### config.mk
export PLATFORM = sky130hd
export DESIGN_NAME = ascii_ppm_stream_parser_core
export DESIGN_NICKNAME = d
export VERILOG_FILES = /design/src/rtl/apsp_pkg.sv /design/src/rtl/ascii_ppm_stream_parser_core.sv
export SDC_FILE = /design/constraint.sdc
export NUM_CORES = 1
export LEC_CHECK = 0
export ABC_AREA = 1
export ABC_CLOCK_PERIOD_IN_PS = 3330
export BUFFER_PORTS_ARGS = -buffer_cell sky130_fd_sc_hd__clkbuf_2
export CORE_UTILIZATION = 25
export DETAILED_ROUTE_END_ITERATION = 10
export HOLD_SLACK_MARGIN = 0.15
export MAX_ROUTING_LAYER = met4
export SYNTH_ARGS = -nofsm -noshare
export SYNTH_HDL_FRONTEND = slang
export SYNTH_SLANG_ARGS = --single-unit
### constraint.sdc
create_clock -name clk -period 3.33 [get_ports clk]
set_input_delay 0.666 -clock clk [delete_from_list [all_inputs] [get_ports clk]]
set_output_delay 0.666 -clock clk [all_outputs]
set_load 0.02 [all_outputs]
### src/rtl/apsp_pkg.sv
`timescale 1ns / 1ps
// ----------------------------------------------------------------------------
// apsp_pkg - shared types and codes of the ASCII PPM stream parser
// Result kinds, the result record and the default dimension limit.
// ----------------------------------------------------------------------------
package apsp_pkg;

  localparam int unsigned MAX_DIM_DEF = 4096;

  localparam int unsigned KIND_W  = 3;
  localparam int unsigned IMG_W   = 13;
  localparam int unsigned POS_W   = 12;
  localparam int unsigned CHAN_W  = 8;

  localparam logic [KIND_W-1:0] KIND_HEADER    = 3'd0;
  localparam logic [KIND_W-1:0] KIND_PIXEL     = 3'd1;
  localparam logic [KIND_W-1:0] KIND_BAD_MAGIC = 3'd2;
  localparam logic [KIND_W-1:0] KIND_BAD_SIZE  = 3'd3;
  localparam logic [KIND_W-1:0] KIND_TRUNCATED = 3'd4;

  localparam logic [7:0] CH_THREE = 8'h33;
  localparam logic [7:0] CH_HASH  = 8'h23;
  localparam logic [7:0] CH_NL    = 8'h0A;
  localparam logic [7:0] CH_ZERO  = 8'h30;
  localparam logic [7:0] CH_NINE  = 8'h39;

  // out_tdata width: 74 payload bits padded to whole bytes
  localparam int unsigned OUT_DATA_W = 80;

  typedef struct packed {
    logic [KIND_W-1:0] kind;
    logic [IMG_W-1:0]  image_width;
    logic [IMG_W-1:0]  image_height;
    logic [CHAN_W-1:0] red;
    logic [CHAN_W-1:0] green;
    logic [CHAN_W-1:0] blue;
    logic [POS_W-1:0]  column;
    logic [POS_W-1:0]  row;
    logic              image_done;
  } res_t;

endpackage

### src/rtl/ascii_ppm_stream_parser_core.sv
`timescale 1ns / 1ps
// ----------------------------------------------------------------------------
// ascii_ppm_stream_parser_core - ASCII P3 image parser
// Parses one byte per beat into a header result, one result per pixel and error results.
// ----------------------------------------------------------------------------
// One file byte is taken per clock cycle, every cycle, as long as the result
// channel keeps draining. The byte is decoded in the same cycle it is
// accepted and its results (at most two, a last pixel plus a truncation
// report on end of data) are written into a four-entry result queue that
// drives the out_ port; in_tready drops only in reset or when fewer than two
// queue entries are free. Results reach out_ from the registered queue.
// in_tlast marks end of data (its byte is ignored). out_tuser carries the
// result kind and out_tlast flags the final pixel of the image.
module ascii_ppm_stream_parser_core
  import apsp_pkg::*;
#(
  parameter int unsigned MAX_DIM = MAX_DIM_DEF
) (
  input  logic                  clk,
  input  logic                  rst_n,
  input  logic                  in_tvalid,
  output logic                  in_tready,
  input  logic [7:0]            in_tdata,   // [7:0] byte_value
  input  logic                  in_tlast,   // end_of_data
  output logic                  out_tvalid,
  input  logic                  out_tready,
  // [12:0] image_width, [25:13] image_height, [33:26] red, [41:34] green,
  // [49:42] blue, [61:50] column, [73:62] row, [79:74] zero
  output logic [OUT_DATA_W-1:0] out_tdata,
  output logic [KIND_W-1:0]     out_tuser,  // [2:0] item_kind
  output logic                  out_tlast   // image_done
);

  localparam int unsigned DIM_W = $clog2(MAX_DIM + 2);
  localparam int unsigned ACC_W = DIM_W + 4;
  localparam logic [DIM_W-1:0] DIM_MAX = DIM_W'(MAX_DIM);
  localparam logic [DIM_W-1:0] DIM_SAT = DIM_W'(MAX_DIM + 1);

  localparam int unsigned QDEPTH = 4;
  localparam int unsigned QPTR_W = $clog2(QDEPTH);
  localparam int unsigned QCNT_W = $clog2(QDEPTH + 1);

  typedef enum logic [3:0] {
    PH_MAGIC0, PH_MAGIC1, PH_MAGIC1_NL, PH_SKIPLINE, PH_LINESTART, PH_COMMENT,
    PH_WIDTH, PH_SEP1, PH_HEIGHT, PH_SEP2, PH_MAXVAL, PH_PIX_SEP, PH_PIX_DIG,
    PH_DONE, PH_HALT
  } phase_t;

  phase_t              phase_r, phase_nxt;
  logic [DIM_W-1:0]    hacc_r, hacc_nxt;
  logic [DIM_W-1:0]    width_r, width_nxt;
  logic [DIM_W-1:0]    height_r, height_nxt;
  logic [CHAN_W-1:0]   cacc_r, cacc_nxt;
  logic [CHAN_W-1:0]   red_r, red_nxt;
  logic [CHAN_W-1:0]   green_r, green_nxt;
  logic [1:0]          chan_r, chan_nxt;
  logic [DIM_W-1:0]    col_r, col_nxt;
  logic [DIM_W-1:0]    row_r, row_nxt;

  res_t                q_r [QDEPTH];
  logic [QPTR_W-1:0]   wr_ptr_r, rd_ptr_r;
  logic [QCNT_W-1:0]   cnt_r;

  logic                in_acc, out_acc;
  logic                dig;
  logic [3:0]          dval;
  logic [DIM_W-1:0]    hdig;
  logic [11:0]         cprod;
  logic                pix_last;
  logic [DIM_W:0]      col_inc, row_inc;
  logic [DIM_W-1:0]    col_adv, row_adv;
  res_t                pix_res, res0, res1;
  logic [1:0]          n_push;

  // saturating decimal step for header numbers
  function automatic logic [DIM_W-1:0] head_step(input logic [DIM_W-1:0] acc,
                                                 input logic [3:0] d);
    logic [ACC_W-1:0] v;
    v = ACC_W'(acc) * ACC_W'(10) + ACC_W'(d);
    if (acc > DIM_MAX || v > ACC_W'(MAX_DIM)) begin
      return DIM_SAT;
    end
    return DIM_W'(v);
  endfunction

  function automatic res_t plain_res(input logic [KIND_W-1:0] k);
    res_t r;
    r = '0;
    r.kind = k;
    return r;
  endfunction

  assign in_tready = rst_n && (cnt_r <= QCNT_W'(QDEPTH - 2));
  assign in_acc    = in_tvalid && in_tready;
  assign out_tvalid = (cnt_r != '0);
  assign out_acc   = out_tvalid && out_tready;

  assign dig   = (in_tdata >= CH_ZERO) && (in_tdata <= CH_NINE);
  assign dval  = dig ? 4'(in_tdata - CH_ZERO) : 4'd0;
  assign hdig  = head_step(hacc_r, dval);
  assign cprod = 12'(cacc_r) * 12'd10 + 12'(dval);

  // pixel completion: next column/row and last-pixel flag from the position counters
  assign col_inc  = {1'b0, col_r} + 1'b1;
  assign row_inc  = {1'b0, row_r} + 1'b1;
  assign pix_last = (col_inc >= {1'b0, width_r}) && (row_inc >= {1'b0, height_r});
  assign col_adv  = (col_inc >= {1'b0, width_r}) ? '0 : DIM_W'(col_inc);
  assign row_adv  = (col_inc >= {1'b0, width_r}) ? DIM_W'(row_inc) : row_r;

  always_comb begin
    pix_res            = '0;
    pix_res.kind       = KIND_PIXEL;
    pix_res.red        = red_r;
    pix_res.green      = green_r;
    pix_res.blue       = cacc_r;
    pix_res.column     = POS_W'(col_r);
    pix_res.row        = POS_W'(row_r);
    pix_res.image_done = pix_last;
  end

  always_comb begin
    phase_nxt  = phase_r;
    hacc_nxt   = hacc_r;
    width_nxt  = width_r;
    height_nxt = height_r;
    cacc_nxt   = cacc_r;
    red_nxt    = red_r;
    green_nxt  = green_r;
    chan_nxt   = chan_r;
    col_nxt    = col_r;
    row_nxt    = row_r;
    res0       = pix_res;
    res1       = plain_res(KIND_TRUNCATED);
    n_push     = 2'd0;

    if (in_tlast) begin
      if (phase_r != PH_DONE && phase_r != PH_HALT) begin
        phase_nxt = PH_HALT;
        if (phase_r == PH_PIX_DIG && chan_r == 2'd2) begin
          // flush the pending pixel, report truncation unless it was the last
          col_nxt  = col_adv;
          row_nxt  = row_adv;
          chan_nxt = 2'd0;
          cacc_nxt = '0;
          n_push   = pix_last ? 2'd1 : 2'd2;
        end else begin
          res0   = plain_res(KIND_TRUNCATED);
          n_push = 2'd1;
        end
      end
    end else begin
      unique case (phase_r)
        PH_MAGIC0: begin
          phase_nxt = (in_tdata == CH_NL) ? PH_MAGIC1_NL : PH_MAGIC1;
        end
        PH_MAGIC1, PH_MAGIC1_NL: begin
          if (in_tdata != CH_THREE) begin
            res0      = plain_res(KIND_BAD_MAGIC);
            n_push    = 2'd1;
            phase_nxt = PH_HALT;
          end else if (phase_r == PH_MAGIC1_NL) begin
            hacc_nxt  = DIM_W'(3);
            phase_nxt = PH_WIDTH;
          end else begin
            phase_nxt = PH_SKIPLINE;
          end
        end
        PH_SKIPLINE, PH_COMMENT: begin
          if (in_tdata == CH_NL) phase_nxt = PH_LINESTART;
        end
        PH_LINESTART: begin
          if (in_tdata == CH_HASH) begin
            phase_nxt = PH_COMMENT;
          end else if (dig) begin
            hacc_nxt  = DIM_W'(dval);
            phase_nxt = PH_WIDTH;
          end else begin
            width_nxt = '0;
            phase_nxt = PH_SEP1;
          end
        end
        PH_WIDTH: begin
          if (dig) begin
            hacc_nxt = hdig;
          end else begin
            width_nxt = hacc_r;
            phase_nxt = PH_SEP1;
          end
        end
        PH_SEP1: begin
          if (dig) begin
            hacc_nxt  = DIM_W'(dval);
            phase_nxt = PH_HEIGHT;
          end
        end
        PH_HEIGHT: begin
          if (dig) begin
            hacc_nxt = hdig;
          end else begin
            height_nxt = hacc_r;
            n_push     = 2'd1;
            if (width_r == '0 || hacc_r == '0 || width_r > DIM_MAX || hacc_r > DIM_MAX)
            begin
              res0      = plain_res(KIND_BAD_SIZE);
              phase_nxt = PH_HALT;
            end else begin
              res0              = plain_res(KIND_HEADER);
              res0.image_width  = IMG_W'(width_r);
              res0.image_height = IMG_W'(hacc_r);
              phase_nxt         = PH_SEP2;
            end
          end
        end
        PH_SEP2: begin
          if (dig) phase_nxt = PH_MAXVAL;
        end
        PH_MAXVAL: begin
          if (!dig) phase_nxt = PH_PIX_SEP;
        end
        PH_PIX_SEP: begin
          if (dig) begin
            cacc_nxt  = CHAN_W'(dval);
            phase_nxt = PH_PIX_DIG;
          end
        end
        PH_PIX_DIG: begin
          if (dig) begin
            cacc_nxt = CHAN_W'(cprod);
          end else if (chan_r == 2'd0) begin
            red_nxt   = cacc_r;
            chan_nxt  = 2'd1;
            phase_nxt = PH_PIX_SEP;
          end else if (chan_r == 2'd1) begin
            green_nxt = cacc_r;
            chan_nxt  = 2'd2;
            phase_nxt = PH_PIX_SEP;
          end else begin
            col_nxt   = col_adv;
            row_nxt   = row_adv;
            chan_nxt  = 2'd0;
            cacc_nxt  = '0;
            n_push    = 2'd1;
            phase_nxt = pix_last ? PH_DONE : PH_PIX_SEP;
          end
        end
        default: begin
          phase_nxt = phase_r;
        end
      endcase
    end
  end

  // parser state, advanced on every accepted beat
  always_ff @(posedge clk) begin
    if (!rst_n) begin
      phase_r  <= PH_MAGIC0;
      hacc_r   <= '0;
      width_r  <= '0;
      height_r <= '0;
      cacc_r   <= '0;
      red_r    <= '0;
      green_r  <= '0;
      chan_r   <= '0;
      col_r    <= '0;
      row_r    <= '0;
    end else if (in_acc) begin
      phase_r  <= phase_nxt;
      hacc_r   <= hacc_nxt;
      width_r  <= width_nxt;
      height_r <= height_nxt;
      cacc_r   <= cacc_nxt;
      red_r    <= red_nxt;
      green_r  <= green_nxt;
      chan_r   <= chan_nxt;
      col_r    <= col_nxt;
      row_r    <= row_nxt;
    end
  end

  // result queue pointers
  always_ff @(posedge clk) begin
    if (!rst_n) begin
      wr_ptr_r <= '0;
      rd_ptr_r <= '0;
      cnt_r    <= '0;
    end else begin
      if (in_acc) wr_ptr_r <= wr_ptr_r + QPTR_W'(n_push);
      if (out_acc) rd_ptr_r <= rd_ptr_r + 1'b1;
      cnt_r <= cnt_r + QCNT_W'(in_acc ? n_push : 2'd0) - QCNT_W'(out_acc);
    end
  end

  // result queue payload
  always_ff @(posedge clk) begin
    if (in_acc && n_push != 2'd0) begin
      q_r[wr_ptr_r] <= res0;
    end
    if (in_acc && n_push == 2'd2) begin
      q_r[wr_ptr_r + 1'b1] <= res1;
    end
  end

  res_t head;
  assign head      = q_r[rd_ptr_r];
  assign out_tuser = head.kind;
  assign out_tlast = head.image_done;
  assign out_tdata = {6'd0, head.row, head.column, head.blue, head.green, head.red,
                      head.image_height, head.image_width};

endmodule

==> out/qor.yml, run 1 <==
cp.arrival_ns: 4.01
dieArea_sq_um: 89100
fin_crit_sh_pct: 105
seqCellArea_sq_um: 8350
cts_buffer_depth: 3
nets: 3252
hold_slack_ns: 0.447
synth_top_flop_cell: "dfxtp_1"
ys_top_cells_by_area: "dfxtp_1 (38%), nand2_1 (9.4%), o211ai_1 (8.2%), inv_1 (7.7%), o21ai_0 (5.4%)"
num_rows: 108
relSlewSlack_pct: 39.5
cts_tree: "yes"
drc: 0
cts_hold_buf: 0
synth_top_area_share_pct: 37.9
synthArstFlopShare_pct: 0
power_mw: 19.0
cpMaxStageDelayCell: "fa_2"
grt_pass1_vias: 19300
drt.antenna.violating_nets: 0
m1WireLength_microns: 30800
setup_slack_ns: -0.157
synth.ff_latch_count: 416
status: "complete, but fails checks"
grt_max_degree: 157
drt_iter0_markers: 1278
rsz0062_at_grt: "true"
coreArea_sq_um: 86900
drv_cap: 0
path_clk_slew_ns: 0.06
num_vias: 20400
synth_warnings: 0
crit_chain: "inv_2 -> nor3_4 -> nand3_2 -> nor2_2 -> nand2_1 -> buf_4 -> nor2_1 -> xor2_1 -> ha_1 -> a21oi_1 -> o21ai_1 -> nand2_1 -> nand2_2 -> nand2_4 -> nand2_4 -> nor2_8 -> inv_2 -> ha_4 -> inv_2 -> fa_2 -> nand2_1 -> inv_1"
grt_first_pass_wirelength_microns: 105000
fp.dieW_microns: 299
required_ns: 3.85
grtUsageTotal_pct: 14.9
fill_cells: 9222
place_congestion: 0.854
final_area_sq_um: 26700
cp-end-kind: "register"
vdd_drop_max_v: 0.000612
violations: "setup timing"
wl_met2_microns: 31000
htreeDepth: 2
final-setup-viol-count: 122
synth_cell_type_count: 54
syn_area_sq_um: 22000
topRoutingLayerUsed: "met4"
grt_antenna_before_repair: 3
cts_buffers: 44
io_pins: 99
wl_met3_microns: 2990
place_ws_ns: -0.328
post-dp-hpwl_microns: 43600
die-height_microns: 299
critical_path.startpoint_type: "register"
synth_top_area_cell: "dfxtp_1"
wire_per_inst_microns: 15.3
netlist_instances: 3050
min_period_ns: 3.49
multi_input_area_sq_um: 10900
drt-total-wl_microns: 66900
insertion_delay_ns: 0.59
root_buffer: "clkbuf_16"
drive_gt1_share_pct: 18.1
fmax_ghz: 0.287
place_area_sq_um: 24400
avgSynthCellArea_sq_um: 7.21
fin_cells: 4362
finClkSkew_ns: 0.0280
p_per_area_nw_per_um2: 711
viasPerCell: 4.67
hold_viol: 0
crit_type: "reg -> reg"
initial_core_util_pct: 25.3
synth_edf_count: 0
finalMaxSlewViolations: 0
area_growth_pct: 21.3
placement.io_buffers: 92
seq_area_frac_synth_pct: 37.9
path_max_fanout: 3
hold_class: "reg -> reg"
first_pass_iters: 7
p_leak_nw: 12.0
dp.cells: 4238
gr-total-overflow: 0
max_stage_delay_ns: 0.52
cts.sinks: 416
tightest_slew_ns: 0.907
registers in the layout, indices dropped and copies added (netlist names), 4 cells and up, named ones only:
signal    flops
col_r        13
width_r      13
phase_r       4
green_r       8
q_r         312
hacc_r       13
height_r     13
row_r        13
red_r         8
cacc_r        8
kinds of logic (layout without fill, tap and decap cells):
| family | Yosys count | in the layout | synth area share [%] |
|---|---|---|---|
| AND/OR/NAND/NOR | 1015 | 1015 | 19.4 |
| flip-flops | 416 | 416 | 37.9 |
| XOR/XNOR | 29 | 29 | 1.16 |
| buffers and inverters | 739 | 888 | 13.6 |
| AO/OA/AOI/OAI | 780 | 780 | 23.9 |
| adder cells (fa/ha/maj) | 70 | 70 | 4.09 |
| other | 1 | 9 | 0.0171 |
Yosys cell counts, types with 72 or more instances:
cell type / count
o211ai_2: 72
o22ai_1: 80
dfxtp_1: 416
a21oi_1: 110
inv_1: 453
nand2_1: 553
nand3_1: 80
nor2_1: 294
clkbuf_1: 107
o211ai_1: 239
inv_2: 94
o21ai_0: 236
worst max-delay path, delay by kind of cell (launching register included):
family | cells | cell delay, ns
AND/OR/NAND/NOR | 11 | 1.26
flip-flops | 1 | 0.33
AO/OA/AOI/OAI | 2 | 0.20
adder cells (fa/ha/maj) | 3 | 1.06
buffers and inverters | 5 | 0.36
XOR/XNOR | 1 | 0.24
cell usage in the layout (no fill, tap or decap), types with 5 or more instances in the layout:
cell,count
o22ai_1,80
nor2_2,14
o21ai_0,230
clkbuf_2,92
clkbuf_8,8
clkbuf_1,9
xnor2_1,6
clkinv_2,9
a211oi_1,18
ha_1,60
o21ai_1,10
buf_4,113
xor2_1,20
ha_4,5
a21oi_1,105
conb_1,6
nor3_4,5
buf_12,37
nor3_1,12
bufinv_16,5
nand2_1,547
dfxtp_2,7
nor2_1,284
inv_2,101
nand3_1,78
clkbuf_16,52
nor4_1,9
o211ai_2,72
nand4_1,31
o211ai_1,239
inv_1,445
dfxtp_1,406
area by class of cell:
type                       count  share of cell area [%]
antenna                        3                  0.0282
clock buffer                  63                    4.86
clock inverter                18                   0.958
inverter                     550                    7.76
multi-input combinational   1900                    40.9
sequential                   416                    31.3
tap                         1155                    5.42
timing repair buffer         257                    8.75
where the power goes:
part	internal [mW]	switching, mW	total [mW]
combinational	2.47	3.88	6.35
clock	3.13	2.16	5.28
sequential	6.49	0.829	7.32
total	12.1	6.87	19.0
routing by layer:
layer,GRT usage (%),vias up
li1,-,10300
met1,18.8,9495
met2,24.2,480
met3,1.90,124
met4,5.37,0
met5,-,-
metrics by stage:
stage                     util (%)  TNS (ns)
after global placement        28.1     -4.38
after CTS                     30.1    -0.370
after global routing          30.7    -58.65
after detailed placement      28.1    -18.02
after floorplan                  -   -0.0797
final                         30.7     -2.93
worst paths after layout:
kind | startpoint | endpoint | slack [ns] | cells past startpoint
max | row_r[2]$_SDFFE_PN0P_ | cnt_r[1]$_SDFF_PN0_ | -0.16 | 22
min | red_r[4]$_SDFFE_PN0P_ | red_r[4]$_SDFFE_PN0P_ | 0.45 | 2
max reg2reg | row_r[2]$_SDFFE_PN0P_ | cnt_r[1]$_SDFF_PN0_ | -0.16 | 22
min reg2reg | red_r[4]$_SDFFE_PN0P_ | red_r[4]$_SDFFE_PN0P_ | 0.45 | 2
repair_timing:
| action | in CTS | in global routing |
|---|---|---|
| setup endpoints to repair | 291 | 331 |
| pin swaps | 14 | 16 |
| resized for setup | 16 | 61 |
| buffers inserted | 26 | 9 |
| cloned | 0 | 10 |
Note: power is estimated with default switching activity, not from simulation.
==> inputs of run 2 (changes only) <==
--- a/config.mk
+++ b/config.mk
@@ -9,6 +9,7 @@
 export ABC_CLOCK_PERIOD_IN_PS = 3330
 export BUFFER_PORTS_ARGS = -buffer_cell sky130_fd_sc_hd__clkbuf_2
 export CORE_UTILIZATION = 25
+export CTS_BUF_LIST = sky130_fd_sc_hd__clkbuf_2 sky130_fd_sc_hd__clkbuf_4 sky130_fd_sc_hd__clkbuf_8
 export DETAILED_ROUTE_END_ITERATION = 10
 export HOLD_SLACK_MARGIN = 0.15
 export MAX_ROUTING_LAYER = met4
==> out/qor.yml, run 2 (synthesis gave the netlist of run 1 again) <==
status: "complete, but fails checks"
violations: "setup timing"
grtUsageTotal_pct: 15.2
final_util_pct: 30.8
fin_crit_sh_pct: 105
regMostFlops: "q_r"
wire_per_inst_microns: 15.4
area_growth_pct: 21.8
fmax_ghz: 0.285
insertion_delay_ns: 0.68
p_int_mw: 11.7
crit_top_cell: "nand2_1"
wl_met2_microns: 31700
wl_met3_microns: 3220
cts_tree: "yes"
crit_chain: "inv_2 -> nor3_4 -> nand3_2 -> nor2_2 -> nand2_1 -> xor2_1 -> ha_1 -> nand2_1 -> o21ai_1 -> a21oi_2 -> o21ai_1 -> nand2_1 -> nand2_2 -> nand2_4 -> a21oi_4 -> nand2_1 -> ha_1 -> inv_1 -> ha_2 -> fa_2 -> nand2_1 -> inv_1"
p_per_area_nw_per_um2: 698
finalMaxSlewViolations: 0
cts.sinks: 416
p_leak_nw: 12.1
cts_buffer_depth: 3
tightest_slew_ns: 0.894
dieArea_sq_um: 89100
io_pins: 99
setup_slack_ns: -0.178
sw_frac_of_total_pct: 37.1
nets: 3275
critical_path.startpoint_type: "register"
gr-total-overflow: 0
cp.arrival_ns: 4.11
required_ns: 3.93
path_clk_slew_ns: 0.06
post-dp-hpwl_microns: 43600
num_vias: 20600
cts_buffers: 71
drv_cap: 0
rsz0062_at_grt: "true"
critPathTopFamily: "adder cells"
cpMaxStageDelayCell: "fa_2"
grt_antenna_before_repair: 4
fp.dieW_microns: 299
drt-total-wl_microns: 67800
num_rows: 108
grt_pass1_vias: 19400
seqPwrFrac_pct: 39.2
htreeDepth: 3
place_congestion: 0.854
final-setup-viol-count: 253
min_period_ns: 3.51
crit_buf_inv: 3
viasPerCell: 4.68
initial_core_util_pct: 25.3
crit_type: "reg -> reg"
power_mw: 18.7
relSlewSlack_pct: 40.4
mostFrequentLayoutCells: "nand2_1 (549), inv_1 (446), dfxtp_1 (406)"
hold_viol: 0
p_sw_mw: 6.93
first_pass_iters: 5
grt_first_pass_wirelength_microns: 106000
drt_iter0_markers: 1351
largest_register_ffs: 312
cp-end-kind: "register"
drc: 0
hold_class: "in -> reg"
die-height_microns: 299
drt.antenna.violating_nets: 0
placement.io_buffers: 92
grt_max_degree: 157
drive_gt1_share_pct: 19.2
root_buffer: "clkbuf_8"
vdd_drop_max_v: 0.000492
topRoutingLayerUsed: "met4"
m1WireLength_microns: 31200
final_common_cell: "nand2_1"
max_stage_delay_ns: 0.52
p_clk_share_pct: 26.7
finClkSkew_ns: 0.0415
comb_power_share_pct: 34.0
coreArea_sq_um: 86900
path_max_fanout: 3
## run 2: worst paths after layout
path	startpoint	to	slack, ns	cells after the start
setup / recovery	row_r[0]$_SDFFE_PN0P_	cnt_r[1]$_SDFF_PN0_	-0.18	22
setup reg to reg	row_r[0]$_SDFFE_PN0P_	cnt_r[1]$_SDFF_PN0_	-0.18	22
hold reg to reg	red_r[4]$_SDFFE_PN0P_	red_r[4]$_SDFFE_PN0P_	0.45	2
hold / removal	out_tready	register	0.43	4
## run 2: power by group through the flow
| stage | clock, mW | combinational [mW] | sequential (mW) |
|---|---|---|---|
| 2_1_floorplan | 0 | 4.51 | 7.17 |
| 3_3_place_gp | 0 | 6.26 | 7.35 |
| 3_5_place_dp | 0 | 6.35 | 7.36 |
| 4_1_cts | 5.11 | 6.40 | 7.29 |
| 5_1_grt | 5.32 | 7.02 | 7.49 |
| 6_report | 4.99 | 6.36 | 7.33 |
## run 2: layer usage
layer  track usage (%)  up-vias
met3              2.42      105
met5                 -        -
met2              24.4      521
met4              5.62        0
li1                  -    10300
met1              19.0     9660
## run 2: worst register-to-register path, cell delays in order (launching register included)
cell	delay, ns
dfxtp_2	0.36
inv_2	0.06
nor3_4	0.20
nand3_2	0.14
nor2_2	0.14
nand2_1	0.10
xor2_1	0.17
ha_1	0.31
nand2_1	0.08
o21ai_1	0.16
a21oi_2	0.05
o21ai_1	0.13
nand2_1	0.08
nand2_2	0.09
nand2_4	0.08
a21oi_4	0.14
nand2_1	0.07
ha_1	0.27
inv_1	0.04
ha_2	0.17
fa_2	0.52
nand2_1	0.05
inv_1	0.08
## run 2: repair_timing
action                     in CTS  in global routing
gates resized for setup        28                 42
gates cloned                    9                  8
setup endpoints to repair     337                332
hold buffers                    0                  0
buffers inserted               12                  8
pin swaps                      21                 13
## run 2: cell type report
cell class / instances / area [sq um]
well taps: 1155 / 1450
clock inverters: 17 / 180
diodes: 4 / 10.0
flip-flops and latches: 416 / 8350
multi-input cells: 1900 / 10900
inverters: 550 / 2070
repair buffers: 253 / 2500
clock buffers: 109 / 1350
fillers: 9223 / 60100
## run 2: through the flow
step                      hold WS (ns)  worst slack (ns)  setup TNS, ns  std cells  cell area, sq um
after floorplan                  0.424           -0.0611        -0.0797       3055             22100
after global placement           0.437            -0.272          -4.38       4238             24400
after detailed placement         0.439            -0.328         -18.02       4238             24400
after CTS                        0.381            -0.140          -9.51       4385             26400
after global routing             0.440            -0.412         -82.84       4404             26800
final                            0.433            -0.178         -17.68       4404             26800
==> inputs of run 3 (changes only) <==
--- a/config.mk
+++ b/config.mk
@@ -7,7 +7,7 @@
 export LEC_CHECK = 0
 export ABC_AREA = 1
 export ABC_CLOCK_PERIOD_IN_PS = 3330
-export BUFFER_PORTS_ARGS = -buffer_cell sky130_fd_sc_hd__clkbuf_2
+export BUFFER_PORTS_ARGS = -buffer_cell sky130_fd_sc_hd__buf_2
 export CORE_UTILIZATION = 25
 export CTS_BUF_LIST = sky130_fd_sc_hd__clkbuf_2 sky130_fd_sc_hd__clkbuf_4 sky130_fd_sc_hd__clkbuf_8
 export DETAILED_ROUTE_END_ITERATION = 10
==> out/qor.yml, run 3 (synthesis gave the netlist of run 1 again) <==
insertion_delay_ns: 0.67
fin_crit_sh_pct: 104
grt_pass1_vias: 19100
drive_gt1_share_pct: 18.8
path_clk_slew_ns: 0.06
required_ns: 3.93
critPathTopFamily: "adder cells"
largest_register_ffs: 312
cts_buffers: 72
grtUsageTotal_pct: 15.1
setup_slack_ns: -0.121
hold_slack_ns: 0.448
drv_cap: 0
drt_iter0_markers: 1406
fmax_ghz: 0.290
drt.antenna.violating_nets: 0
finalMaxSlewViolations: 0
final_common_cell: "nand2_1"
crit_buf_inv: 3
finClkSkew_ns: 0.0544
dieArea_sq_um: 89100
p_leak_nw: 11.9
grt_first_pass_wirelength_microns: 105000
rr_startpoint: "row_r[0]$_SDFFE_PN0P_"
rsz0062_at_grt: "true"
place_area_sq_um: 24300
io_pins: 99
cts_tree: "yes"
drc: 0
crit_chain: "ha_1 -> nand2_2 -> o21ai_0 -> o21ai_1 -> inv_1 -> ha_1 -> nand2_1 -> nor2_2 -> o21ai_1 -> o211ai_1 -> or2_4 -> a21oi_2 -> o21ai_1 -> nand2_1 -> nand2_2 -> nand2_4 -> a21oi_4 -> nand2_2 -> ha_4 -> inv_2 -> ha_4 -> fa_2 -> nand2_1 -> inv_1"
max_stage_delay_ns: 0.51
coreArea_sq_um: 86900
drt-total-wl_microns: 68600
setup-tns-final_ns: -4.06
status: "complete, but fails checks"
min-delay-start: "red_r[4]$_SDFFE_PN0P_"
num_vias: 20300
cpMaxStageDelayCell: "fa_2"
first_pass_iters: 7
hold_viol: 0
grt_max_degree: 92
path_max_fanout: 5
fill_cells: 9241
dp.cells: 4230
fin_cells: 4387
critical_path.startpoint_type: "register"
htreeDepth: 3
min_period_ns: 3.45
mostFrequentLayoutCells: "nand2_1 (546), inv_1 (446), dfxtp_1 (407)"
vdd_drop_max_v: 0.000413
grt_antenna_before_repair: 5
nets: 3263
cp-end-kind: "register"
p_per_area_nw_per_um2: 704
cts.sinks: 416
root_buffer: "clkbuf_8"
final_area_sq_um: 26500
cts_hold_buf: 0
regMostFlops: "q_r"
num_rows: 108
hold_class: "reg -> reg"
place_congestion: 0.869
violations: "setup timing"
crit_type: "reg -> reg"
relSlewSlack_pct: 53.9
gr-total-overflow: 0
tightest_slew_ns: 0.689
cts_buffer_depth: 3
fp.dieW_microns: 299
cp.arrival_ns: 4.05
post-dp-hpwl_microns: 43600
die-height_microns: 299
final_util_pct: 30.5
final-setup-viol-count: 77
area_growth_pct: 20.6
wire_per_inst_microns: 15.6
initial_core_util_pct: 25.3
cp-startpoint: "row_r[0]$_SDFFE_PN0P_"
placement.io_buffers: 92
viasPerCell: 4.64
[run 3: worst reg2reg max path: stages, from the launching register on]
cell      delay, ns
dfxtp_2        0.33
ha_1           0.22
nand2_2        0.09
o21ai_0        0.08
o21ai_1        0.13
inv_1          0.07
ha_1           0.27
nand2_1        0.07
nor2_2         0.11
o21ai_1        0.08
o211ai_1       0.08
or2_4          0.14
a21oi_2        0.05
o21ai_1        0.12
nand2_1        0.08
nand2_2        0.07
nand2_4        0.08
a21oi_4        0.14
nand2_2        0.08
ha_4           0.27
inv_2          0.04
ha_4           0.14
fa_2           0.51
nand2_1        0.05
inv_1          0.06
[run 3: path summary, 6_finish.rpt]
path	slack (ns)	depth (start not counted)	end
hold / removal	0.45	2	red_r[4]$_SDFFE_PN0P_
setup / recovery	-0.12	24	cnt_r[1]$_SDFF_PN0_
hold reg to reg	0.45	2	red_r[4]$_SDFFE_PN0P_
setup reg to reg	-0.12	24	cnt_r[1]$_SDFF_PN0_
[run 3: metrics by stage]
step	total power [mW]	setup WS, ns
6_report	18.7	-0.121
3_5_place_dp	13.7	-0.282
4_1_cts	18.7	-0.178
3_3_place_gp	13.6	-0.257
2_1_floorplan	11.7	-0.0611
5_1_grt	19.8	-0.384
[run 3: layer usage]
metal,GRT usage (%),routed length [microns],up-vias
met5,-,0,-
met4,4.53,1600,0
met3,2.14,3160,99
met2,24.6,32100,474
met1,19.1,31700,9465
li1,-,-,10300
[run 3: final cells by class]
class	count	area, sq um	share of cell area [%]
timing repair buffer	240	2230	8.42
sequential	416	8350	31.5
inverter	550	2070	7.80
multi-input combinational	1900	10900	41.1
tap	1155	1450	5.45
clock buffer	100	1260	4.77
antenna	4	10.0	0.0378
clock inverter	22	236	0.892
[run 3: power breakdown]
group / switching (mW) / total, mW / internal (mW)
logic: 3.84 / 6.31 / 2.47
clock network: 2.22 / 4.99 / 2.77
registers: 0.860 / 7.35 / 6.49
total: 6.92 / 18.7 / 11.7
[run 3: repair_timing]
item                       CTS  global route
setup buffers               12             5
resized for setup           19            35
setup endpoints to repair  323           330
pin swaps                   20             9
cloned                       4            10
